`src/sv/gpdl_pkg.sv`:
```
package gpdl_pkg;

  localparam int IDX_W     = 12;
  localparam int DIV_STEPS = 33;

  typedef logic signed [IDX_W-1:0] idx_t;

  typedef struct packed {
    logic               cmd;
    logic signed [31:0] x;
    logic signed [31:0] y;
    logic signed [31:0] z;
    logic [19:0]        new_id;
  } in_t;

  typedef struct packed {
    logic [1:0]  status;
    logic [19:0] node_id;
  } out_t;

  typedef struct packed {
    logic signed [31:0] origin_x;
    logic signed [31:0] origin_y;
    logic signed [31:0] origin_z;
    logic [30:0]        cell_x;
    logic [30:0]        cell_y;
    logic [30:0]        cell_z;
    logic [63:0]        radius_sq;
  } cfg_t;

  typedef struct packed {
    in_t  item;
    idx_t ix;
    idx_t iy;
    idx_t iz;
  } job_t;

  typedef struct packed {
    logic signed [31:0] x;
    logic signed [31:0] y;
    logic signed [31:0] z;
    logic [19:0]        id;
  } slot_t;

  localparam logic [1:0] ST_INSERTED = 2'd0;
  localparam logic [1:0] ST_MATCH    = 2'd1;
  localparam logic [1:0] ST_FULL     = 2'd2;
  localparam logic [1:0] ST_OUTSIDE  = 2'd3;

  localparam logic [2:0] REG_ORIGIN_X  = 3'd0;
  localparam logic [2:0] REG_ORIGIN_Y  = 3'd1;
  localparam logic [2:0] REG_ORIGIN_Z  = 3'd2;
  localparam logic [2:0] REG_CELL_X    = 3'd3;
  localparam logic [2:0] REG_CELL_Y    = 3'd4;
  localparam logic [2:0] REG_CELL_Z    = 3'd5;
  localparam logic [2:0] REG_RADIUS_SQ = 3'd6;

  typedef enum logic [1:0] {F_IDLE, F_DIV, F_PUSH} front_state_t;

  typedef enum logic [3:0] {
    B_CLEAR, B_IDLE, B_CELL, B_CNT, B_SLOT, B_DRAIN, B_INS_RD, B_INS_CHK, B_OUT
  } back_state_t;

  // neighbor order per axis: 0, -1, +1
  function automatic idx_t nbr_off(logic [1:0] n);
    idx_t r;
    case (n)
      2'd1:    r = idx_t'(-1);
      2'd2:    r = idx_t'(1);
      default: r = idx_t'(0);
    endcase
    return r;
  endfunction

endpackage

```
`src/sv/gpdl_fifo.sv`:
```
module gpdl_fifo import gpdl_pkg::*; (
  input  logic clk,
  input  logic rst_n,
  input  logic push_valid,
  output logic push_ready,
  input  job_t push_data,
  output logic head_valid,
  output job_t head_data,
  input  logic pop
);

  job_t       mem_r [2];
  logic       wr_ptr_r, rd_ptr_r;
  logic [1:0] cnt_r, cnt_nxt;
  logic       do_push;

  assign push_ready = (cnt_r != 2'd2);
  assign head_valid = (cnt_r != 2'd0);
  assign head_data  = mem_r[rd_ptr_r];
  assign do_push    = push_valid && push_ready;

  always_comb begin
    cnt_nxt = cnt_r;
    if (do_push && !pop) cnt_nxt = cnt_r + 2'd1;
    else if (pop && !do_push) cnt_nxt = cnt_r - 2'd1;
  end

  always_ff @(posedge clk) begin
    if (!rst_n) begin
      wr_ptr_r <= 1'b0;
      rd_ptr_r <= 1'b0;
      cnt_r    <= '0;
    end else begin
      cnt_r <= cnt_nxt;
      if (do_push) wr_ptr_r <= ~wr_ptr_r;
      if (pop) rd_ptr_r <= ~rd_ptr_r;
    end
  end

  always_ff @(posedge clk) begin
    if (do_push) mem_r[wr_ptr_r] <= push_data;
  end

endmodule

```
`config.mk`:
```
export PLATFORM = sky130hd
export DESIGN_NAME = gpdl_fifo
export DESIGN_NICKNAME = d
export VERILOG_FILES = /design/src/sv/gpdl_pkg.sv /design/src/sv/gpdl_fifo.sv
export SDC_FILE = /design/constraint.sdc
export NUM_CORES = 1
export LEC_CHECK = 0
export ABC_AREA = 1
export CAP_MARGIN = 20
export CORE_ASPECT_RATIO = 0.8
export CORE_MARGIN = 2
export CORE_UTILIZATION = 60
export DETAILED_ROUTE_END_ITERATION = 7
export DONT_BUFFER_PORTS = 1
export PLACE_DENSITY_LB_ADDON = 0.2
export SLEW_MARGIN = 20
export SYNTH_ARGS = -nofsm -noshare
export SYNTH_HDL_FRONTEND = slang
export SYNTH_SLANG_ARGS = --single-unit
```
`constraint.sdc`:
```
create_clock -name clk -period 17.5 [get_ports clk]
set_input_delay 3.5 -clock clk [delete_from_list [all_inputs] [get_ports clk]]
set_output_delay 3.5 -clock clk [all_outputs]
set_load 0.01 [all_outputs]
```
# == Word level (Yosys, flattened, before mapping) ==
# Memory sizes are Yosys's and may differ from the RTL's. A register that Yosys moved wholly into a read port is not among the register bits.
# Index checks and enable logic that the tools add are counted.
# classes
n_addsub,2
eq_ne,1
mux,6
n_bitwise,2
reduce_logical,7
# op_table
cell,n
1-bit 2-to-1 mux,4
2-bit 2-to-1 mux,2
2-bit nonzero test,2
1-bit logical AND,3
2-bit by 1-bit adder with 2-bit output (second input constant),1
1-bit logical NOT,2
2-bit != test (second input constant),1
1-bit inverter,2
2-bit by 1-bit subtractor with 2-bit output (second input constant),1
# word_totals
regBits,4
ramBits,306
inputBits,157
output_inout_bits,155
n_memories,1
# memory_table
name,words,width,rd,rd_ports_with_merged_regs,wr,line,text
mem_r,2,153,1,1,1,gpdl_fifo.sv:12,job_t mem_r [2];

# == Depth between registers and ports, before layout ==
# Gate-level depths: netlist (run 1).
# depth
word_depth,6
ltp_mapped,11

# == Least setup slack after synthesis (run 1) ==
# Ideal clock, no wire load.
# synth_timing
path_kind,input -> register
startpoint,in push_valid
endpoint,"mem mem_r[0][0] (netlist name), enable pin"
arrival_time_ps,9943
required_time_ps,16833
path_slack_ps,6890
cell_stages,2
cell_sequence,nand2_1 -> nor2_1
# synth_between
elab_chain_cells,3
# synth_lines
item,line,text
from (decl),gpdl_fifo.sv:4,"input logic push_valid,"
1-bit logical AND,gpdl_fifo.sv:20,assign do_push = push_valid && push_ready;
1-bit 2-to-1 mux,gpdl_fifo.sv:41,if (do_push) mem_r[wr_ptr_r] <= push_data;
1-bit 2-to-1 mux (implied by the code),gpdl_fifo.sv:41,
to (decl),gpdl_fifo.sv:12,
# No other way between the ends.

==> flow_summary.json, run 1 <==
{
  "setup_viol": 0,
  "maxSlewViolCount": 0,
  "postCtsSetupRepairBufs": 0,
  "die_h_um": 128,
  "synth-async-reset-ratio_pct": 0,
  "synth_largest_area_cell": "edfxtp_1",
  "synth_ff_type": "edfxtp_1",
  "clockRootBuffer": "clkbuf_16",
  "wl_mm": 20.1,
  "clk_pin_slew_worst_paths_ps": 60,
  "rsz0062_at_grt": "false",
  "antenna_found_initial": 0,
  "dr.pass1.iters": 4,
  "cts_hold_buf": 0,
  "status": "finished, final reports clean",
  "min_path_type": "reg -> reg",
  "yosysUniqueCellTypes": 14,
  "start_util_pct": 61.0,
  "clock_sink_count": 311,
  "cp.arrival_ps": 2430,
  "r2r_end": "mem_r[0][139]",
  "r2r-start": "cnt_r[0]",
  "fin_crit_sh_pct": 33.9,
  "rows": 45,
  "ys_ff_latch": 311,
  "synth_seq_area_share_pct": 80.4,
  "cts-htree-levels": 1,
  "drc_errors": 0,
  "clk_latency_ps": 530,
  "cp_slowest_cell": "buf_4",
  "die_x_um": 159,
  "slowest_delay_ps": 820,
  "final_layout_size_suffix_gt1_share_pct": 37.1,
  "ir_worst_vdd_v": 0.000108,
  "fin_crit_ps": 5930,
  "clock_skew_ps": 11.0,
  "synth_top_area_share_pct": 79.6,
  "via_count": 4641,
  "cp_top_family": "buffers and inverters",
  "reg2regPathDepth": 6,
  "crit_cells": 2,
  "final_nets": 690,
  "synth_area_leaders": "edfxtp_1 (80%), mux2_4 (9.1%), mux2_2 (8.1%), buf_6 (0.88%), dfxtp_1 (0.87%)",
  "ios": 312,
  "syn_nets": 670,
  "cts.path.max_buffers": 3,
  "via_per_inst": 5.72,
  "cts_resized": 0,
  "placed_area_um2": 11800,
  "finalHoldViolCount": 0,
  "dp.final_hpwl_mm": 13.5,
  "crit_required_ps": 14000,
  "io_buffers": 0,
  "slew_headroom_pct": 29.1,
  "grt_overflow": 0,
  "n_antenna_cell": 0,
  "criticalPathCategory": "reg -> out",
  "worst_setup_path_end_kind": "output port",
  "cts_buffers": 29,
  "grt_usage_pct": 19.0,
  "grt_pass1_wl_mm": 29.1,
  "clock.fmax_mhz": 169,
  "die_area_um2": 20400,
  "grt_pass1_vias": 4951,
  "powerDensity_nw_per_um2": 130,
  "reg2reg_slack_ps": 13990,
  "worst-path-max-fanout": 64,
  "final_cell_area_um2": 12700,
  "yosysMostFrequentCell": "edfxtp_1",
  "drt_iter0_drc": 323,
  "maxCapViolations": 0,
  "synth_area_um2": 11500,
  "tns_ps": 0,
  "core-area_um2": 18900,
  "nFillCells": 1228,
  "synth_area_per_cell_um2": 22.6,
  "synth-edff-count": 306,
  "grt_max_degree": 80,
  "worst_slew_pin_slew_ps": 1060,
  "synth_common_cells": "edfxtp_1 (306), mux2_2 (83), mux2_4 (70)",
  "cp-endpoint": "head_data[20]",
  "postSynthCellCount": 512,
  "crit_path_start_kind": "register",
  "yosysWarnings": 0,
  "worstPathCellList": "buf_4 > mux2_2",
  "wl_per_cell_um": 24.8,
  "leakagePower_uw": 0.00431,
  "cp_num_buf_inv": 1,
  "synthToLayoutAreaGrowth_pct": 10.1,
  "final_antenna_net_count": 0,
  "cts_tree": "done",
  "place_congestion": 0.750
}
[layout by cell type, fill, tap and decap left out]
cell / netlist / routed
clkinv_1: 0 / 6
nand3_1: 1 / 1
nor2_4: 0 / 2
nand2_1: 9 / 9
clkinv_4: 0 / 2
nor2_1: 8 / 6
dfxtp_4: 0 / 1
clkbuf_16: 0 / 29
ha_1: 1 / 1
edfxtp_1: 306 / 306
mux2_2: 83 / 83
clkinv_2: 0 / 7
bufinv_16: 0 / 3
a21oi_1: 1 / 1
nand4_1: 1 / 1
clkbuf_1: 0 / 3
o21ai_0: 2 / 2
inv_6: 0 / 2
dfxtp_1: 5 / 4
mux2_4: 70 / 70
buf_4: 0 / 6
inv_1: 8 / 8
[cells by family (layout without fill, tap and decap cells)]
family,count (synthesis),in the layout,share of synthesized area (%)
flip-flops,311,311,80.4
AO/OA/AOI/OAI,3,3,0.130
AND/OR/NAND/NOR,19,19,0.650
adder cells (fa/ha/maj),1,1,0.108
buffers and inverters,25,66,1.48
multiplexers,153,153,17.2
[power by group]
part | leakage, µW | internal [µW] | switching [µW]
sequential | 0.00289 | 890 | 14.9
combinational | 0.000962 | 55.3 | 91.1
clock | 0.000457 | 347 | 249
[registers in the layout, summed over array words and instances (netlist names), named ones only]
register and flops:
cnt_r 2, rd_ptr_r 1, wr_ptr_r 1, mem_r 306
[per-layer routing]
| layer | wire, µm | global-route usage (%) | vias to the layer above |
|---|---|---|---|
| met5 | 0 | 0 | - |
| met4 | 477 | 5.51 | 0 |
| met3 | 2760 | 11.0 | 28 |
| met2 | 9980 | 32.2 | 231 |
| met1 | 6860 | 20.4 | 2325 |
| li1 | - | - | 2057 |
[through the flow]
stage	utilization (%)	cells	power [µW]	hold slack, ps	worst slack (ps)
after floorplan	-	512	1050	463	6890
after global placement	62.3	759	1060	473	11140
after detailed placement	62.3	759	1070	515	11060
after CTS	67.2	811	1670	531	11530
after global routing	67.2	811	1710	573	11400
final	67.2	811	1650	531	11570
[final cells by class]
class	instances	area, µm²	area share, %
inverter	8	30.0	0.236
sequential	311	9290	73.1
clock buffer	32	737	5.80
timing repair buffer	6	45.0	0.354
clock inverter	20	183	1.44
tap	258	323	2.54
multi-input combinational	176	2100	16.5
[worst min path at each step]
stage	from	cells after the start	endpoint
global route	wr_ptr_r	2	wr_ptr_r
detailed placement	rd_ptr_r	2	register
finish	rd_ptr_r	2	register
global placement	rd_ptr_r	2	rd_ptr_r
CTS	rd_ptr_r	2	register
floorplan	rd_ptr_r	2	register
[worst register-to-register path: stages, from the launching register on]
cell	delay (ps)
dfxtp_1	320
inv_1	90
nand2_1	170
nand2_1	210
nor2_4	750
buf_4	750
buf_4	810
(Power assumes the default switching activity.)
==> run 2: changes to the inputs <==
CORE_UTILIZATION = 57   (was 60)
clock period = 5.4 ns   (was 17.5 ns; I/O delays follow)
==> flow_summary.json, run 2 (same netlist as run 1, synthesis figures left out) <==
{
  "cts_resized": 0,
  "largest_register_ffs": 306,
  "timing.final.ws_setup_ps": 1990,
  "top_regs": "mem_r (306), cnt_r (2)",
  "cts_hold_buf": 0,
  "p_int_uw": 4140,
  "min_path_type": "reg -> reg",
  "cts.path.max_buffers": 3,
  "clock.fmax_mhz": 294,
  "maxSlewViolCount": 0,
  "final_layout_size_suffix_gt1_share_pct": 36.2,
  "final_antenna_net_count": 0,
  "final_nets": 688,
  "grt_usage_pct": 17.6,
  "die_h_um": 131,
  "drt_iter0_drc": 278,
  "via_count": 4564,
  "crit_path_start_kind": "register",
  "rsz0062_at_grt": "false",
  "combPwrFrac_pct": 8.8,
  "via_per_inst": 5.59,
  "worst_setup_path_end_kind": "output port",
  "slew_headroom_pct": 41.4,
  "power.share.clock_pct": 35.4,
  "grt_pass1_vias": 4743,
  "wl_per_cell_um": 23.8,
  "worst_slew_pin_slew_ps": 877,
  "cts_tree": "done",
  "clk_pin_slew_worst_paths_ps": 60,
  "rows": 46,
  "core-area_um2": 19900,
  "p_seq_share_pct": 55.8,
  "fin_crit_ps": 3410,
  "p_sw_uw": 1120,
  "antenna_found_initial": 0,
  "wl_mm": 19.4,
  "grt_max_degree": 152,
  "regMostFlops": "mem_r",
  "clock_skew_ps": 14.4,
  "place_congestion": 0.783,
  "power_uw": 5270,
  "fin_crit_sh_pct": 63.1,
  "setup_viol": 0,
  "swShare_pct": 21.3,
  "drc_errors": 0,
  "placed_area_um2": 11800,
  "powerDensity_nw_per_um2": 415,
  "status": "finished, final reports clean",
  "postCtsSetupRepairBufs": 0,
  "holdWs_ps": 527,
  "mostFrequentLayoutCells": "edfxtp_1 (306), mux2_2 (83), mux2_4 (70)",
  "crit_required_ps": 4320,
  "ios": 312,
  "criticalPathCategory": "reg -> out",
  "grt_pass1_wl_mm": 28.3,
  "cts_buffers": 29,
  "final_core_util_pct": 64.0,
  "synthToLayoutAreaGrowth_pct": 10.1,
  "clock_sink_count": 311,
  "maxCapViolations": 0,
  "mostFrequentLayoutCell": "edfxtp_1",
  "dr.pass1.iters": 6,
  "clk_latency_ps": 530,
  "start_util_pct": 58.2,
  "io_buffers": 0,
  "grt_overflow": 0,
  "die_area_um2": 21400,
  "dp_worst_setup_slack_ps": 2380,
  "cts-htree-levels": 1,
  "n_antenna_cell": 0,
  "leakagePower_uw": 0.00429,
  "die_x_um": 163,
  "cp.arrival_ps": 2330,
  "ir_worst_vdd_v": 0.000414,
  "nFillCells": 1306,
  "worst-path-max-fanout": 42,
  "dp.final_hpwl_mm": 13.1,
  "final_cell_area_um2": 12700,
  "finalHoldViolCount": 0,
  "clockRootBuffer": "clkbuf_16"
}
-- run 2: path summary, 6_finish.rpt --
check | cells past startpoint | to | slack [ps] | startpoint
min | 2 | register | 530 | rd_ptr_r
max reg2reg | 5 | mem_r[0][3] | 2770 | cnt_r[0]
min reg2reg | 2 | register | 530 | rd_ptr_r
max | 2 | head_data[71] | 1990 | register
-- run 2: layout make-up --
type                    instances  area, µm²  area share (%)
clock buffers                  36        752            5.92
clock inverters                17        134            1.05
inverters                       8       30.0           0.236
multi-input cells             176       2100            16.5
flip-flops and latches        311       9290            73.1
well taps                     264        330            2.60
repair buffers                  4       67.6           0.532
-- run 2: metal layers --
metal | global-route usage [%] | part of all wire (%) | routed length [µm]
met1 | 18.6 | 33 | 6350
met3 | 10.3 | 15 | 2890
met5 | 0 | 0 | 0
met4 | 5.36 | 2.8 | 536
met2 | 29.7 | 50 | 9670
-- run 2: stage by stage --
stage | cells | setup TNS [ps]
after floorplan | 512 | -66720
after global placement | 763 | 0
after detailed placement | 763 | 0
after CTS | 816 | 0
after global routing | 816 | 0
final | 816 | 0
-- run 2: power groups by stage --
stage,clock network (µW),logic [µW],registers [µW]
2_1_floorplan,0,396,2990
3_3_place_gp,0,469,2980
3_5_place_dp,0,478,2990
4_1_cts,1920,479,2940
5_1_grt,2000,502,2950
6_report,1860,466,2940
-- run 2: critical path: stages, from the launching register on --
cell and delay, ps:
dfxtp_4 670, buf_4 640, mux2_2 450
==> run 3: changes to the inputs <==
clock period = 2.8 ns   (was 5.4 ns; I/O delays follow)
==> flow_summary.json, run 3 (same netlist as run 1, synthesis figures left out) <==
{
  "status": "finished, final reports clean",
  "grt_usage_pct": 17.8,
  "power.share.clock_pct": 36.1,
  "cts_buffers": 29,
  "clock.fmax_mhz": 422,
  "grt_max_degree": 92,
  "dr.pass1.iters": 4,
  "worstPathCellList": "buf_12 > mux2_2",
  "cp.arrival_ps": 1810,
  "final_nets": 691,
  "slew_headroom_pct": 62.6,
  "crit_required_ps": 2240,
  "hold_end": "mem_r[1][136]",
  "via_per_inst": 5.60,
  "die_x_um": 163,
  "min_path_type": "in -> reg",
  "cp_slowest_cell": "mux2_2",
  "holdPathStages": 0,
  "leakagePower_uw": 0.00433,
  "maxSlewViolCount": 0,
  "finalHoldViolCount": 0,
  "largest_register_ffs": 306,
  "criticalPathCategory": "reg -> out",
  "p_seq_share_pct": 54.8,
  "synthToLayoutAreaGrowth_pct": 11.0,
  "powerDensity_nw_per_um2": 805,
  "die_area_um2": 21400,
  "reg2regPathDepth": 5,
  "worst_slew_pin_slew_ps": 561,
  "final_antenna_net_count": 0,
  "holdCritStartpoint": "push_data[136]",
  "final_cell_area_um2": 12800,
  "drc_errors": 0,
  "ios": 312,
  "io_buffers": 0,
  "r2r_end": "mem_r[0][63]",
  "clk_pin_slew_worst_paths_ps": 60,
  "place_congestion": 0.768,
  "start_util_pct": 58.2,
  "drt_iter0_drc": 235,
  "mostFrequentLayoutCells": "edfxtp_1 (306), mux2_2 (83), mux2_4 (70)",
  "fin_crit_ps": 2370,
  "final_layout_size_suffix_gt1_share_pct": 36.9,
  "setup_viol": 0,
  "clockRootBuffer": "clkbuf_16",
  "reg2reg_slack_ps": 960,
  "antenna_found_initial": 0,
  "slowest_delay_ps": 440,
  "cts_hold_buf": 0,
  "die_h_um": 131,
  "cts_tree": "done",
  "p_int_uw": 8090,
  "crit_path_start_kind": "register",
  "worst_setup_path_end_kind": "output port",
  "final_core_util_pct": 64.5,
  "cts_resized": 0,
  "dp.final_hpwl_mm": 13.1,
  "regMostFlops": "mem_r",
  "wl_per_cell_um": 24.0,
  "maxCapViolations": 0,
  "core-area_um2": 19900,
  "clock_sink_count": 311,
  "rsz0062_at_grt": "false",
  "grt_pass1_vias": 4882,
  "postCtsSetupRepairBufs": 0,
  "swShare_pct": 21.5,
  "n_antenna_cell": 0,
  "grt_pass1_wl_mm": 28.4,
  "ir_worst_vdd_v": 0.000547,
  "rows": 46,
  "fin_crit_sh_pct": 84.6,
  "wl_mm": 19.6,
  "grt_overflow": 0,
  "via_count": 4586,
  "p_sw_uw": 2220,
  "combPwrFrac_pct": 9.1,
  "clk_latency_ps": 540,
  "mostFrequentLayoutCell": "edfxtp_1",
  "top_regs": "mem_r (306), cnt_r (2)",
  "placed_area_um2": 11900,
  "cts.path.max_buffers": 3,
  "cts-htree-levels": 1,
  "worst-path-max-fanout": 85,
  "clock_skew_ps": 16.5,
  "r2r-start": "cnt_r[0]"
}
==> run 3: critical path, delay by kind of cell, from the launching register on <==
kind / cells / cell delay, ps
buffers and inverters: 1 / 360
DFF: 1 / 370
muxes: 1 / 440
==> run 3: metal layers <==
metal,wire length [µm],GRT usage [%],vias up
met5,0,0,-
met1,6550,18.1,2253
li1,-,-,2056
met3,2850,10.5,39
met4,621,5.90,0
met2,9600,30.2,238
==> run 3: power groups by stage <==
stage | sequential (µW) | combinational [µW] | clock, µW
after floorplan | 5740 | 772 | 0
after global placement | 5730 | 946 | 0
after detailed placement | 5750 | 962 | 0
after CTS | 5650 | 964 | 3810
after global routing | 5680 | 1010 | 3980
final | 5650 | 939 | 3730
==> run 3: final cells by class <==
type / count / area [µm²]
Tap cell: 264 / 330
Clock buffer: 33 / 741
Sequential cell: 311 / 9290
Timing Repair Buffer: 7 / 128
Inverter: 8 / 30.0
Multi-Input combinational cell: 176 / 2120
Fill cell: 1308 / 7040
Clock inverter: 20 / 174
==> run 3: per-stage QoR <==
step	setup TNS [ps]	setup slack (ps)	total power [µW]	instances	hold slack, ps
global route	0	366	10700	819	93.6
detailed placement	0	938	6710	766	492
finish	0	432	10300	819	113
CTS	0	416	10400	819	95.2
floorplan	-152260	-507	6510	512	463
global placement	0	990	6680	766	479
==> run 3: worst max-delay path by stage <==
stage	endpoint	slack, ps	cells past startpoint
6_report	head_data[144]	430	2
5_1_grt	head_data[144]	370	2
4_1_cts	head_data[72]	420	2
3_5_place_dp	mem_r[0][143]	940	5
3_3_place_gp	mem_r[0][95]	990	5
2_1_floorplan	mem_r[0][0]	-510	2
