File: src/sv/gpdl_pkg.sv
package gpdl_pkg;

  localparam int IDX_W     = 12;
  localparam int DIV_STEPS = 33;

  typedef logic signed [IDX_W-1:0] idx_t;

  typedef struct packed {
    logic               cmd;
    logic signed [31:0] x;
    logic signed [31:0] y;
    logic signed [31:0] z;
    logic [19:0]        new_id;
  } in_t;

  typedef struct packed {
    logic [1:0]  status;
    logic [19:0] node_id;
  } out_t;

  typedef struct packed {
    logic signed [31:0] origin_x;
    logic signed [31:0] origin_y;
    logic signed [31:0] origin_z;
    logic [30:0]        cell_x;
    logic [30:0]        cell_y;
    logic [30:0]        cell_z;
    logic [63:0]        radius_sq;
  } cfg_t;

  typedef struct packed {
    in_t  item;
    idx_t ix;
    idx_t iy;
    idx_t iz;
  } job_t;

  typedef struct packed {
    logic signed [31:0] x;
    logic signed [31:0] y;
    logic signed [31:0] z;
    logic [19:0]        id;
  } slot_t;

  localparam logic [1:0] ST_INSERTED = 2'd0;
  localparam logic [1:0] ST_MATCH    = 2'd1;
  localparam logic [1:0] ST_FULL     = 2'd2;
  localparam logic [1:0] ST_OUTSIDE  = 2'd3;

  localparam logic [2:0] REG_ORIGIN_X  = 3'd0;
  localparam logic [2:0] REG_ORIGIN_Y  = 3'd1;
  localparam logic [2:0] REG_ORIGIN_Z  = 3'd2;
  localparam logic [2:0] REG_CELL_X    = 3'd3;
  localparam logic [2:0] REG_CELL_Y    = 3'd4;
  localparam logic [2:0] REG_CELL_Z    = 3'd5;
  localparam logic [2:0] REG_RADIUS_SQ = 3'd6;

  typedef enum logic [1:0] {F_IDLE, F_DIV, F_PUSH} front_state_t;

  typedef enum logic [3:0] {
    B_CLEAR, B_IDLE, B_CELL, B_CNT, B_SLOT, B_DRAIN, B_INS_RD, B_INS_CHK, B_OUT
  } back_state_t;

  // neighbor order per axis: 0, -1, +1
  function automatic idx_t nbr_off(logic [1:0] n);
    idx_t r;
    case (n)
      2'd1:    r = idx_t'(-1);
      2'd2:    r = idx_t'(1);
      default: r = idx_t'(0);
    endcase
    return r;
  endfunction

endpackage

File: src/sv/gpdl_front.sv
module gpdl_front import gpdl_pkg::*; #(
  parameter int GRID_X = 16,
  parameter int GRID_Y = 16,
  parameter int GRID_Z = 16
) (
  input  logic clk,
  input  logic rst_n,
  input  cfg_t cfg,
  input  logic hold,
  input  logic in_valid,
  output logic in_ready,
  input  in_t  in_data,
  output logic push_valid,
  input  logic push_ready,
  output job_t push_data
);

  localparam int STEP_W = $clog2(DIV_STEPS + 1);

  front_state_t      state_r, state_nxt;
  logic [STEP_W-1:0] step_r, step_nxt;
  in_t               item_r;
  logic [32:0]       dd_r [3];
  logic [31:0]       rem_r [3];
  logic              neg_r [3];

  logic signed [31:0] crd [3];
  logic signed [31:0] org [3];
  logic [30:0]        cel [3];
  logic [32:0]        off [3];
  logic [32:0]        mag [3];
  logic [32:0]        dd_nxt [3];
  logic [31:0]        rem_nxt [3];
  logic               accept;

  function automatic idx_t to_idx(logic [32:0] q, logic rz, logic neg, int g_n);
    idx_t r;
    if (!neg) begin
      r = (q > 33'(g_n + 1)) ? idx_t'(g_n + 1) : q[IDX_W-1:0];
    end else begin
      r = (q != 33'd0 || rz) ? ((q >= 33'd2 || (q == 33'd1 && rz)) ? idx_t'(-2) : idx_t'(-1))
                             : idx_t'(0);
    end
    return r;
  endfunction

  assign accept = in_valid && in_ready;

  always_comb begin
    logic [32:0] t;
    logic [32:0] dv;
    crd[0] = in_data.x;
    crd[1] = in_data.y;
    crd[2] = in_data.z;
    org[0] = cfg.origin_x;
    org[1] = cfg.origin_y;
    org[2] = cfg.origin_z;
    cel[0] = (cfg.cell_x == 31'd0) ? 31'd1 : cfg.cell_x;
    cel[1] = (cfg.cell_y == 31'd0) ? 31'd1 : cfg.cell_y;
    cel[2] = (cfg.cell_z == 31'd0) ? 31'd1 : cfg.cell_z;
    for (int g = 0; g < 3; g++) begin
      off[g] = {crd[g][31], crd[g]} - {org[g][31], org[g]};
      mag[g] = off[g][32] ? (33'd0 - off[g]) : off[g];
      t  = {rem_r[g], dd_r[g][32]};
      dv = {2'b00, cel[g]};
      if (t >= dv) begin
        rem_nxt[g] = 32'(t - dv);
        dd_nxt[g]  = {dd_r[g][31:0], 1'b1};
      end else begin
        rem_nxt[g] = t[31:0];
        dd_nxt[g]  = {dd_r[g][31:0], 1'b0};
      end
    end
  end

  always_comb begin
    state_nxt = state_r;
    step_nxt  = step_r;
    case (state_r)
      F_IDLE: begin
        if (accept) begin
          state_nxt = F_DIV;
          step_nxt  = '0;
        end
      end
      F_DIV: begin
        step_nxt = step_r + 1'b1;
        if (step_r == STEP_W'(DIV_STEPS - 1)) state_nxt = F_PUSH;
      end
      F_PUSH: begin
        if (push_ready) state_nxt = F_IDLE;
      end
      default: state_nxt = F_IDLE;
    endcase
  end

  always_comb begin
    in_ready   = (state_r == F_IDLE) && !hold;
    push_valid = (state_r == F_PUSH);
    push_data.item = item_r;
    push_data.ix   = to_idx(dd_r[0], rem_r[0] != 32'd0, neg_r[0], GRID_X);
    push_data.iy   = to_idx(dd_r[1], rem_r[1] != 32'd0, neg_r[1], GRID_Y);
    push_data.iz   = to_idx(dd_r[2], rem_r[2] != 32'd0, neg_r[2], GRID_Z);
  end

  always_ff @(posedge clk) begin
    if (!rst_n) begin
      state_r <= F_IDLE;
      step_r  <= '0;
    end else begin
      state_r <= state_nxt;
      step_r  <= step_nxt;
    end
  end

  always_ff @(posedge clk) begin
    if (accept) begin
      item_r <= in_data;
      for (int g = 0; g < 3; g++) begin
        dd_r[g]  <= mag[g];
        rem_r[g] <= '0;
        neg_r[g] <= off[g][32];
      end
    end else if (state_r == F_DIV) begin
      for (int g = 0; g < 3; g++) begin
        dd_r[g]  <= dd_nxt[g];
        rem_r[g] <= rem_nxt[g];
      end
    end
  end

endmodule

File: config.mk
export PLATFORM = sky130hd
export DESIGN_NAME = gpdl_front
export DESIGN_NICKNAME = d
export VERILOG_FILES = /design/src/sv/gpdl_pkg.sv /design/src/sv/gpdl_front.sv
export SDC_FILE = /design/constraint.sdc
export NUM_CORES = 1
export LEC_CHECK = 0
export BUFFER_PORTS_ARGS = -buffer_cell sky130_fd_sc_hd__buf_4
export CAP_MARGIN = 20
export CORE_AREA = 2 2 278 253
export DETAILED_ROUTE_END_ITERATION = 10
export DIE_AREA = 0 0 280 255
export PLACE_DENSITY_LB_ADDON = 0.12
export SLEW_MARGIN = 20
export SYNTH_ARGS = -nofsm -noshare
export SYNTH_HDL_FRONTEND = slang
export SYNTH_SLANG_ARGS = --single-unit
File: constraint.sdc
create_clock -name clk -period 8.92 [get_ports clk]
set_input_delay 0.892 -clock clk [delete_from_list [all_inputs] [get_ports clk]]
set_output_delay 0.892 -clock clk [all_outputs]
set_load 0.02 [all_outputs]
# Yosys cells after proc, flatten, opt, wreduce, memory -nomap -nowiden
# Memories as Yosys holds them, arrays and structs flattened.
# Index checks and enable logic that the tools add are counted.
[word_totals] ff_bits=125 ramBits=198 inputBits=375 output_inout_bits=155 elab_cells=110 mem_count=3
[classes] addsub=10 magnitude_cmp=9 eq_ne=9 mux=41 n_bitwise=6 reduce_logical=25
[memory_table] memory="dd_r" words=3 word_bits=33 read_ports=3 rd_ports_with_merged_regs=0 wr=3 line_no="gpdl_front.sv:23" source="logic [32:0] dd_r [3];"
[memory_table] memory="rem_r" words=3 word_bits=32 read_ports=3 rd_ports_with_merged_regs=0 wr=3 line_no="gpdl_front.sv:24" source="logic [31:0] rem_r [3];"
[memory_table] memory="neg_r" words=3 word_bits=1 read_ports=3 rd_ports_with_merged_regs=0 wr=3 line_no="gpdl_front.sv:25" source="logic neg_r [3];"
[ops] op="two-way mux 33 bit" n=6
[ops] op="two-way mux 32 bit" n=6
[ops] op="two-way mux 12 bit" n=9
[ops] op="equality test 33 x 1 -> 1 bit (second input constant)" n=3
[ops] op="greater-or-equal comparator 33 x 2 -> 1 bit (second input constant)" n=3
[ops] op="greater-or-equal comparator 33 x 31 -> 1 bit" n=3
[ops] op="greater-than comparator 33 x 5 -> 1 bit (second input constant)" n=3
[ops] op="nonzero test 33 bit" n=3
[ops] op="subtractor 1 x 33 -> 33 bit (first input constant)" n=3
[ops] op="subtractor 32 x 32 -> 33 bit" n=3
[ops] op="nonzero test 32 bit" n=3
[ops] op="subtractor 32 x 31 -> 32 bit" n=3
[ops] op="logical NOT 31 bit" n=3
[ops] op="two-way mux 31 bit" n=3
[ops] op="case mux 6 bit (2 select lines)" n=1
[ops] op="two-way mux 1 bit" n=11
[ops] op="adder 6 x 1 -> 6 bit (second input constant)" n=1
[ops] op="equality test 6 bit (second input constant)" n=1
[ops] op="logical OR 1 bit" n=6
[ops] op="two-way mux 2 bit" n=3
[ops] op="two-way mux 6 bit" n=1
[ops] op="bitwise OR 1 bit" n=6
[ops] op="case mux 2 bit (3 select lines)" n=1
[ops] op="logical AND 1 bit" n=5
[ops] op="9 further kinds" n=10

# Depth between registers and ports, before layout
# Gate-level depths: netlist (run 1).
[logic_depth] ltp_word=6 mapped_depth=18 mapped_depth_nobuf=17

# Worst setup path after synthesis (run 1)
# Ideal clock, no wire load.
[synth_timing] path_kind="input to register" from="in hold" to="reg step_r[2]" setup_time_ns=0.115 t_arrival_ns=6.687 required_ns=8.805 slack_ns=2.118 cell_stages=7 path_buffers=0 path_cell_list="nor3_1 > nand2_1 > nand2_1 > o21ai_0 > nand2_1 > o21ai_0 > and2_1"
[synth_via] elab_chain_len=5
[synth_rtl] element="start: declaration" line_no="gpdl_front.sv:9" source="input logic hold,"
[synth_rtl] element="logical NOT 1 bit" line_no="gpdl_front.sv:98" source="in_ready = (state_r == F_IDLE) && !hold;"
[synth_rtl] element="logical AND 1 bit" line_no="gpdl_front.sv:98"
[synth_rtl] element="logical AND 1 bit" line_no="gpdl_front.sv:47" source="assign accept = in_valid && in_ready;"
[synth_rtl] element="!= test 2 bit (no source line)"
[synth_rtl] element="AND reduction 2 bit (no source line)"
[synth_rtl] element="end signal: assignment" line_no="gpdl_front.sv:112" source="step_r <= step_nxt;"
[synth_rtl] element="end: declaration" line_no="gpdl_front.sv:21" source="logic [STEP_W-1:0] step_r, step_nxt;"
# Every way passes these cells.
# A chain may end at the register's enable or synchronous reset.

==> results of run 1 <==
-- stage by stage --
| stage | hold slack (ns) | power, W |
|---|---|---|
| finish | 0.484 | 0.00569 |
| global route | 0.460 | 0.00604 |
| CTS | 0.445 | 0.00575 |
| detailed placement | 0.521 | 0.00401 |
| global placement | 0.493 | 0.00398 |
| floorplan | 0.480 | 0.00346 |
-- per-layer routing --
metal	global-route usage [%]	part of all wire [%]
met1	27.5	46
met2	34.9	46
met3	4.48	5.9
met4	4.86	1.8
met5	0	0.14
-- layout by cell type, fill, tap and decap left out, types with 52 or more instances in the layout --
master,Yosys,final
buf_4,0,481
edfxtp_1,315,315
nor2_1,293,293
inv_1,262,261
a21oi_1,260,260
ha_1,194,194
nand2_1,173,172
o21ai_0,140,139
xnor2_1,128,128
xor2_1,103,103
a21o_1,101,101
nor4_1,86,86
mux2i_1,82,82
nand3_1,73,73
a31oi_1,52,52
-- registers in the layout, indices dropped and copies added (netlist names) --
name,cells
dd_r,99
neg_r,3
push_data,117
rem_r,96
state_r,2
step_r,6
-- final cells by class --
| class | count | share of cell area (%) |
|---|---|---|
| Multi-Input combinational cell | 2284 | 48.3 |
| Sequential cell | 323 | 29.8 |
| Timing Repair Buffer | 481 | 11.2 |
| Tap cell | 893 | 3.46 |
| Clock buffer | 48 | 3.36 |
| Inverter | 263 | 3.07 |
| Clock inverter | 30 | 0.841 |
| Antenna cell | 2 | 0.0155 |
-- worst min path at each step --
stage | startpoint | endpoint | cells past startpoint
final | in_data[9] | push_data[45]$_DFFE_PP_ | 1
after global routing | in_data[2] | push_data[38]$_DFFE_PP_ | 1
after CTS | in_data[2] | push_data[38]$_DFFE_PP_ | 1
after detailed placement | step_r[1]$_SDFFE_PN0P_ | step_r[1]$_SDFFE_PN0P_ | 2
after global placement | step_r[1]$_SDFFE_PN0P_ | step_r[1]$_SDFFE_PN0P_ | 2
after floorplan | step_r[1]$_SDFFE_PN0P_ | step_r[1]$_SDFFE_PN0P_ | 2
-- kinds of logic after synthesis --
family	count (synthesis)	synth area share, %
buffers and inverters	366	5.22
DFF	323	36.3
and+or+nand+nor	930	17.5
AOI/OAI and AO/OA	835	20.4
xor gates and xnor gates	231	7.63
adders and majority gates	200	9.61
muxes	88	3.36
-- power by group through the flow --
| stage | clock network (W) | registers [W] | logic [W] |
|---|---|---|---|
| floorplan | 0 | 0.00206 | 0.00139 |
| global placement | 0 | 0.00205 | 0.00192 |
| detailed placement | 0 | 0.00205 | 0.00195 |
| CTS | 0.00176 | 0.00203 | 0.00196 |
| global route | 0.00181 | 0.00205 | 0.00218 |
| finish | 0.00171 | 0.00203 | 0.00196 |
==> impl_metrics.py, run 1 <==
metrics = {
    "routing": {
        "ant_nets": 0,
        "first_pass_iters": 5,
        "routed_via_density": 5.52,
        "vias": 23900,
        "drt_iter0_drc": 1412,
        "wl_um": 77300,
        "post-route-drc-count": 0,
        "wl_per_cell_um": 17.9,
    },
    "critical_path": {
        "crit_chain": "buf_4 -> nor4_1 -> nand4_1 -> o21bai_1 -> ha_1 -> nor2b_1 -> o211ai_1 -> a21oi_1 -> o21ai_0 -> a21oi_1 -> o221ai_1 -> o211ai_1 -> a221oi_1 -> o21ba_2 -> buf_4 -> mux2i_1 -> nor2_1",
        "path_buf_inv": 2,
        "reg2reg_depth": 13,
        "max_stage_delay_ns": 0.49,
        "path_delay_family": "compound AO/OA/AOI/OAI gates",
        "rr_startpoint": "rem_r[0][34]$_SDFFCE_PN0P_",
        "path_max_fanout": 29,
        "setup.worst_path.class": "in -> reg",
        "crit_cells": 17,
        "start_kind": "input pin",
        "r2r_end": "rem_r[0][40]$_SDFFCE_PN0P_",
        "worst_setup_path_end_kind": "flop",
        "slowest_stage": "a221oi_1",
        "endpoint": "rem_r[0][40]$_SDFFCE_PN0P_",
        "critPathRequiredTime_ns": 9.20,
        "startpoint": "cfg[103]",
        "critical_path_arrival_ns": 5.34,
        "regToRegSetupSlack_ns": 4.41,
    },
    "global_routing": {
        "grt_usage_pct": 20.9,
        "grt_antenna_before_repair": 10,
        "grt_pass1_wl_um": 122000,
        "grt_start_max_net_pins": 97,
        "grt_pass1_vias": 23200,
        "overflow": 0,
    },
    "clock_tree": {
        "cts.sinks": 323,
        "clk-insertion-delay-late_ns": 0.58,
        "hold_buffers": 0,
        "post_cts.repair.setup_buffers": 0,
        "clockBufferDepth": 3,
        "post_cts_resized": 0,
        "clockRootBuffer": "clkbuf_16",
        "htreeDepth": 2,
        "clkTransAtPathRegs_ns": 0.06,
        "cts_tree": "done",
        "cts_buffers": 42,
    },
    "final_layout": {
        "fin_area_sq_um": 32300,
        "nFillCells": 6704,
        "multi_input_area_sq_um": 15600,
        "syn2layout_area_growth_pct": 21.7,
        "final_util_pct": 46.8,
        "regArea_sq_um": 9620,
        "layout.nets": 3970,
        "stdcell_count": 4324,
        "drive_above_1_share_pct": 17.6,
    },
    "power_and_ir_drop": {
        "seqPwrFrac_pct": 35.6,
        "p_sw_w": 0.00196,
        "clkPwrFrac_pct": 30.0,
        "power_density_nw_per_um2": 176,
        "combPwrFrac_pct": 34.4,
        "vdd_drop_max_uv": 138,
        "p_sw_share_pct": 34.5,
        "intPower_w": 0.00373,
        "power.leakage_nw": 13.9,
    },
    "synth": {
        "synth_area_sq_um": 26500,
        "synth_most_common_cell": "edfxtp_1",
        "yosysWarnings": 0,
        "synth_flop_cell": "edfxtp_1",
        "syn_nets": 3548,
        "synth-edff-count": 315,
        "postSynthAreaPerCell_sq_um": 8.92,
        "ys_top_cells_by_area": "edfxtp_1 (36%), ha_1 (9.2%), a21oi_1 (4.9%)",
        "ys_ff_latch": 323,
        "ys_types": 89,
        "netlist.top_cell.by_area": "edfxtp_1",
        "async_flop_share_pct": 0,
        "synth_commonest_cells": "edfxtp_1 (315), nor2_1 (293), inv_1 (262)",
        "yosysSeqAreaShare_pct": 36.3,
        "synth_cells": 2973,
        "synth_top_cell_area_share_pct": 35.7,
    },
    "die": {
        "start_util_pct": 38.5,
        "dieArea_sq_um": 71400,
        "core.rowCount": 92,
        "die_w_um": 280,
        "coreArea_sq_um": 69000,
        "die_h_um": 255,
        "pin_count": 530,
    },
    "placed_design": {
        "place_area_sq_um": 30900,
        "place_hpwl_um": 59800,
        "io_buffers": 465,
        "place_ws_ns": 3.34,
        "dp_cells": 4244,
        "gp_congestion": 0.899,
    },
    "timing": {
        "hold_viol_final": 0,
        "rsz0062_at_grt": "no",
        "slew_viol_final": 0,
        "fin_worst_skew_ns": 0.0152,
        "worstMarginPinSlew_ns": 0.957,
        "post-route-min-period_ns": 5.05,
        "tns_ns": 0,
        "fin_ws_ns": 3.87,
        "fmax_mhz": 198,
        "setup_violations": 0,
        "relSlewSlack_pct": 36.0,
        "fin_crit_sh_pct": 56.7,
    },
    "min_path": {
        "min-delay-path-class": "in -> reg",
    },
    "run_status": {
        "status": "finished clean",
    },
    "flow_run": {
        "drv_cap": 0,
    },
}
(Power assumes the default switching activity.)
==> inputs of run 2 (changes only) <==
--- a/config.mk
+++ b/config.mk
@@ -5,11 +5,12 @@
 export SDC_FILE = /design/constraint.sdc
 export NUM_CORES = 1
 export LEC_CHECK = 0
+export ABC_AREA = 1
 export BUFFER_PORTS_ARGS = -buffer_cell sky130_fd_sc_hd__buf_4
 export CAP_MARGIN = 20
-export CORE_AREA = 2 2 278 253
+export CORE_AREA = 2 2 295 268
 export DETAILED_ROUTE_END_ITERATION = 10
-export DIE_AREA = 0 0 280 255
+export DIE_AREA = 0 0 297 270
 export PLACE_DENSITY_LB_ADDON = 0.12
 export SLEW_MARGIN = 20
 export SYNTH_ARGS = -nofsm -noshare
==> constraint.sdc (replaced) <==
create_clock -name clk -period 4.98 [get_ports clk]
set_input_delay 0.498 -clock clk [delete_from_list [all_inputs] [get_ports clk]]
set_output_delay 0.498 -clock clk [all_outputs]
set_load 0.02 [all_outputs]
==> impl_metrics.py, run 2 <==
metrics = {
    "run_status": {
        "status": "finished clean",
    },
    "clock_tree": {
        "clockBufferDepth": 3,
        "cts.sinks": 323,
        "clkTransAtPathRegs_ns": 0.06,
        "post_cts_resized": 0,
        "cts_buffers": 42,
        "clk-insertion-delay-late_ns": 0.58,
        "post_cts.repair.setup_buffers": 0,
        "cts_tree": "done",
        "htreeDepth": 2,
        "hold_buffers": 0,
        "clockRootBuffer": "clkbuf_16",
    },
    "global_routing": {
        "grt_antenna_before_repair": 1,
        "grt_pass1_wl_um": 147000,
        "grt_usage_pct": 22.4,
        "overflow": 0,
        "grt_start_max_net_pins": 108,
        "grt_pass1_vias": 27900,
    },
    "timing": {
        "post-route-min-period_ns": 3.97,
        "setup_violations": 0,
        "fin_ws_ns": 1.01,
        "fin_crit_sh_pct": 79.8,
        "fin_worst_skew_ns": 0.0155,
        "tns_ns": 0,
        "relSlewSlack_pct": 37.5,
        "worstMarginPinSlew_ns": 0.938,
        "fmax_mhz": 252,
        "rsz0062_at_grt": "no",
        "hold_viol_final": 0,
        "slew_viol_final": 0,
    },
    "die": {
        "start_util_pct": 38.6,
        "pin_count": 530,
        "core.rowCount": 97,
        "dieArea_sq_um": 80200,
        "coreArea_sq_um": 77200,
        "die_w_um": 297,
        "die_h_um": 270,
    },
    "synth": {
        "synth_flop_cell": "edfxtp_1",
        "ys_top_cells_by_area": "edfxtp_1 (32%), nand2_1 (19%), inv_1 (9.9%)",
        "ys_types": 55,
        "synth_area_sq_um": 29800,
        "yosysSeqAreaShare_pct": 32.3,
        "synth-edff-count": 315,
        "netlist.top_cell.by_area": "edfxtp_1",
        "yosysWarnings": 0,
        "synth_top_cell_area_share_pct": 31.8,
        "syn_nets": 5029,
        "synth_most_common_cell": "nand2_1",
        "ys_ff_latch": 323,
        "postSynthAreaPerCell_sq_um": 6.68,
        "async_flop_share_pct": 0,
        "synth_cells": 4454,
        "synth_commonest_cells": "nand2_1 (1502), inv_1 (781), nor2_1 (351)",
    },
    "power_and_ir_drop": {
        "fin_total_pwr_w": 0.0104,
        "power.leakage_nw": 18.1,
        "power_density_nw_per_um2": 290,
        "vdd_drop_max_uv": 242,
    },
    "critical_path": {
        "critPathRequiredTime_ns": 4.48,
        "setup.worst_path.class": "reg -> out",
        "critical_path_arrival_ns": 3.47,
        "slowest_stage": "nor2_1",
        "worst_setup_path_end_kind": "primary output",
        "start_kind": "flop",
        "max_stage_delay_ns": 0.54,
        "crit_chain": "nor4_1 -> nand4_1 -> nor2_1 -> nand3_1 -> nand2_1 -> o21ai_0 -> buf_4",
        "path_max_fanout": 12,
        "reg2reg_depth": 11,
    },
    "flow_run": {
        "drv_cap": 0,
    },
    "placed_design": {
        "place_ws_ns": 0.967,
        "dp_cells": 5929,
        "gp_congestion": 0.923,
        "place_hpwl_um": 74500,
        "io_buffers": 465,
    },
    "final_layout": {
        "drive_above_1_share_pct": 13.5,
        "mostFrequentLayoutCell": "nand2_1",
        "syn2layout_area_growth_pct": 20.6,
        "layout_common_cells": "nand2_1 (1501), inv_1 (780), buf_4 (488), nor2_1 (350), edfxtp_1 (315)",
        "stdcell_count": 6004,
        "largest_reg_flops": 117,
        "antennaDiodeCount": 0,
        "layout.nets": 5509,
    },
    "routing": {
        "wl_per_cell_um": 15.3,
        "ant_nets": 0,
        "first_pass_iters": 5,
        "vias": 29400,
        "wl_um": 91900,
        "routed_via_density": 4.90,
        "drt_iter0_drc": 1884,
        "post-route-drc-count": 0,
    },
    "min_path": {
        "worstHoldPathCells": 1,
        "min-delay-path-class": "in -> reg",
    },
}
## run 2: cell count changes in the layout (fill, tap and decap cells not counted), moves of 40 or more
cell	previous run	this run
nor2_1	293	350
inv_1	261	780
a21o_1	101	17
xor2_1	103	63
mux2i_1	82	0
nand2_1	172	1501
and3_1	42	1
nand3_1	73	300
xnor2_1	128	58
o21ai_1	0	61
nand2_2	0	45
a21oi_1	260	175
## run 2: area by class of cell
class | instances | area (sq um)
flip-flops and latches | 323 | 9620
multi-input cells | 3283 | 16900
clock inverters | 18 | 155
clock buffers | 57 | 1230
well taps | 1039 | 1300
inverters | 793 | 2990
fillers | 8203 | 41300
repair buffers | 491 | 3720
## run 2: cell families after synthesis
logic type / share of synthesized area [%]
adder cells (fa/ha/maj): 8.56
AO/OA/AOI/OAI: 9.25
flip-flops: 32.3
buffers and inverters: 11.0
XOR/XNOR: 3.56
AND/OR/NAND/NOR: 35.3
## run 2: final timing paths
| check | from | end | slack [ns] |
|---|---|---|---|
| setup / recovery | rem_r[0][22]$_SDFFCE_PN0P_ | push_data[27] | 1.01 |
| hold reg to reg | step_r[5]$_SDFFE_PN0P_ | step_r[5]$_SDFFE_PN0P_ | 0.47 |
| setup reg to reg | rem_r[0][46]$_SDFFCE_PN0P_ | dd_r[0][33]$_DFFE_PP_ | 1.54 |
| hold / removal | in_data[13] | push_data[49]$_DFFE_PP_ | 0.09 |
## run 2: routing by layer
metal / track usage, % / share of wire, % / vias to the layer above
met5: 0 / 0 / -
met2: 36.5 / 45 / 659
met3: 3.59 / 5.3 / 86
met1: 31.4 / 48 / 13300
li1: - / - / 15400
met4: 4.63 / 1.8 / 0
## run 2: worst max-delay path, delay by kind of cell, from the launching register on
kind / cells / cell delay (ns)
flops: 1 / 0.44
compound gates: 1 / 0.40
buf+inv: 1 / 0.28
simple gates: 5 / 1.78
## run 2: report_power, final
part	leakage [nW]	internal, W	switching (W)
Clock	0.679	0.00188	0.00123
Combinational	14.4	0.00133	0.00241
Sequential	3.07	0.00340	0.000164
Total	18.1	0.00661	0.00381
## run 2: metrics by stage
stage	hold WS (ns)	cell area, sq um	utilization (%)
3_5_place_dp	0.464	34500	44.7
2_1_floorplan	0.443	29800	-
3_3_place_gp	0.452	34500	44.7
6_report	0.0891	35900	46.5
4_1_cts	0.0511	35900	46.5
5_1_grt	0.0519	35900	46.5
==> inputs of run 3 (changes only) <==
==> constraint.sdc (replaced) <==
create_clock -name clk -period 4 [get_ports clk]
set_input_delay 0.4 -clock clk [delete_from_list [all_inputs] [get_ports clk]]
set_output_delay 0.4 -clock clk [all_outputs]
set_load 0.02 [all_outputs]
==> impl_metrics.py, run 3 (synthesis gave the netlist of run 2 again) <==
metrics = {
    "run_status": {
        "status": "finished clean",
    },
    "die": {
        "dieArea_sq_um": 80200,
        "coreArea_sq_um": 77200,
        "pin_count": 530,
        "core.rowCount": 97,
        "die_w_um": 297,
        "die_h_um": 270,
        "start_util_pct": 38.6,
    },
    "power_and_ir_drop": {
        "intPower_w": 0.00834,
        "power.leakage_nw": 18.8,
        "p_sw_w": 0.00486,
        "seqPwrFrac_pct": 33.6,
        "power_density_nw_per_um2": 354,
        "vdd_drop_max_uv": 340,
        "clkPwrFrac_pct": 29.9,
        "p_sw_share_pct": 36.8,
        "combPwrFrac_pct": 36.5,
    },
    "final_layout": {
        "mostFrequentLayoutCell": "nand2_1",
        "multi_input_area_sq_um": 16900,
        "largest_reg_flops": 117,
        "regArea_sq_um": 9620,
        "layout_common_cells": "nand2_1 (1501), inv_1 (780), buf_4 (506), nor2_1 (350), edfxtp_1 (315)",
        "antennaDiodeCount": 0,
        "stdcell_count": 6142,
        "layout.nets": 5644,
        "drive_above_1_share_pct": 13.8,
        "nFillCells": 7988,
        "syn2layout_area_growth_pct": 25.3,
    },
    "timing": {
        "post-route-min-period_ns": 3.76,
        "fin_crit_sh_pct": 94.0,
        "relSlewSlack_pct": 54.1,
        "slew_viol_final": 0,
        "hold_viol_final": 0,
        "fmax_mhz": 266,
        "fin_worst_skew_ns": 0.0157,
        "tns_ns": 0,
        "setup_violations": 0,
        "worstMarginPinSlew_ns": 0.689,
        "rsz0062_at_grt": "no",
        "hold_ws_ns": 0.0386,
    },
    "global_routing": {
        "grt_antenna_before_repair": 0,
        "overflow": 0,
        "grt_usage_pct": 22.8,
        "grt_pass1_wl_um": 150000,
        "grt_start_max_net_pins": 148,
        "grt_pass1_vias": 28500,
    },
    "routing": {
        "routed_via_density": 4.87,
        "first_pass_iters": 7,
        "drt_iter0_drc": 2026,
        "ant_nets": 0,
        "wl_per_cell_um": 15.3,
        "vias": 29900,
        "wl_um": 93800,
        "post-route-drc-count": 0,
    },
    "min_path": {
        "min-delay-path-class": "in -> reg",
    },
    "clock_tree": {
        "post_cts.repair.setup_buffers": 0,
        "cts_tree": "done",
        "cts.sinks": 323,
        "htreeDepth": 2,
        "cts_buffers": 43,
        "clockRootBuffer": "clkbuf_16",
        "clk-insertion-delay-late_ns": 0.58,
        "clkTransAtPathRegs_ns": 0.06,
        "post_cts_resized": 0,
        "clockBufferDepth": 3,
    },
    "critical_path": {
        "start_kind": "flop",
        "max_stage_delay_ns": 0.59,
        "path_max_fanout": 11,
        "crit_top_cell": "nand2_1",
        "slowest_stage": "or4_1",
        "setup.worst_path.class": "reg -> out",
        "critPathRequiredTime_ns": 3.60,
        "crit_chain": "or4_1 -> nor3_1 -> nand2_1 -> nor2_1 -> nand3_1 -> nand2_1 -> o21ai_0 -> buf_4",
        "critical_path_arrival_ns": 3.36,
        "path_delay_family": "simple AND/OR/NAND/NOR gates",
        "worst_setup_path_end_kind": "primary output",
        "path_buf_inv": 1,
    },
    "placed_design": {
        "io_buffers": 465,
        "dp_cells": 5953,
        "place_hpwl_um": 75000,
        "gp_congestion": 0.912,
    },
    "flow_run": {
        "drv_cap": 0,
    },
}
[run 3: changes by cell type in the layout (fill, tap and decap cells not counted), sizes merged]
| cell | delta |
|---|---|
| dlygate4sd3 | +110 |
| clkbuf | -2 |
| inv | +1 |
| clkinv | +3 |
| clkinvlp | +3 |
| bufinv | -1 |
| buf | +24 |
[run 3: metal layers]
metal / wire, um / GRT usage, %
met1: 45500 / 32.1
met2: 41900 / 37.1
met3: 4740 / 3.26
met4: 1670 / 4.86
met5: 0 / 0
[run 3: power groups by stage]
stage          sequential (W)  clock (W)  combinational, W
2_1_floorplan         0.00452          0           0.00319
3_3_place_gp          0.00450          0           0.00469
3_5_place_dp          0.00450          0           0.00471
4_1_cts               0.00444    0.00406           0.00481
5_1_grt               0.00448    0.00417           0.00544
6_report              0.00444    0.00395           0.00482
[run 3: through the flow]
step                      power [W]  util [%]  setup slack, ns  area (sq um)
after floorplan             0.00771         -          -0.0533         29800
after global placement      0.00919      45.0            0.115         34800
after detailed placement    0.00921      45.0           0.0652         34800
after CTS                    0.0133      48.3            0.221         37300
after global routing         0.0141      48.3          0.00713         37300
final                        0.0132      48.3            0.241         37300
[run 3: worst paths after layout]
check | depth (start not counted) | slack, ns | to | startpoint
max | 8 | 0.24 | push_data[13] | dd_r[0][65]$_DFFE_PP_
min | 1 | 0.04 | push_data[56]$_DFFE_PP_ | in_data[20]
max reg2reg | 12 | 0.84 | dd_r[0][33]$_DFFE_PP_ | rem_r[0][46]$_SDFFCE_PN0P_
min reg2reg | 2 | 0.46 | step_r[5]$_SDFFE_PN0P_ | step_r[5]$_SDFFE_PN0P_
[run 3: what timing repair did]
action / 4_1_cts / 5_1_grt
endpoints found under the hold margin: 110 / 0
setup endpoints to repair: 0 / 0
hold buffers: 110 / 0
[run 3: area by class of cell]
cell class | count | share of cell area [%]
Clock buffer | 55 | 3.34
Clock inverter | 24 | 0.483
Inverter | 793 | 8.00
Multi-Input combinational cell | 3283 | 45.3
Sequential cell | 323 | 25.8
Tap cell | 1039 | 3.49
Timing Repair Buffer | 625 | 13.6
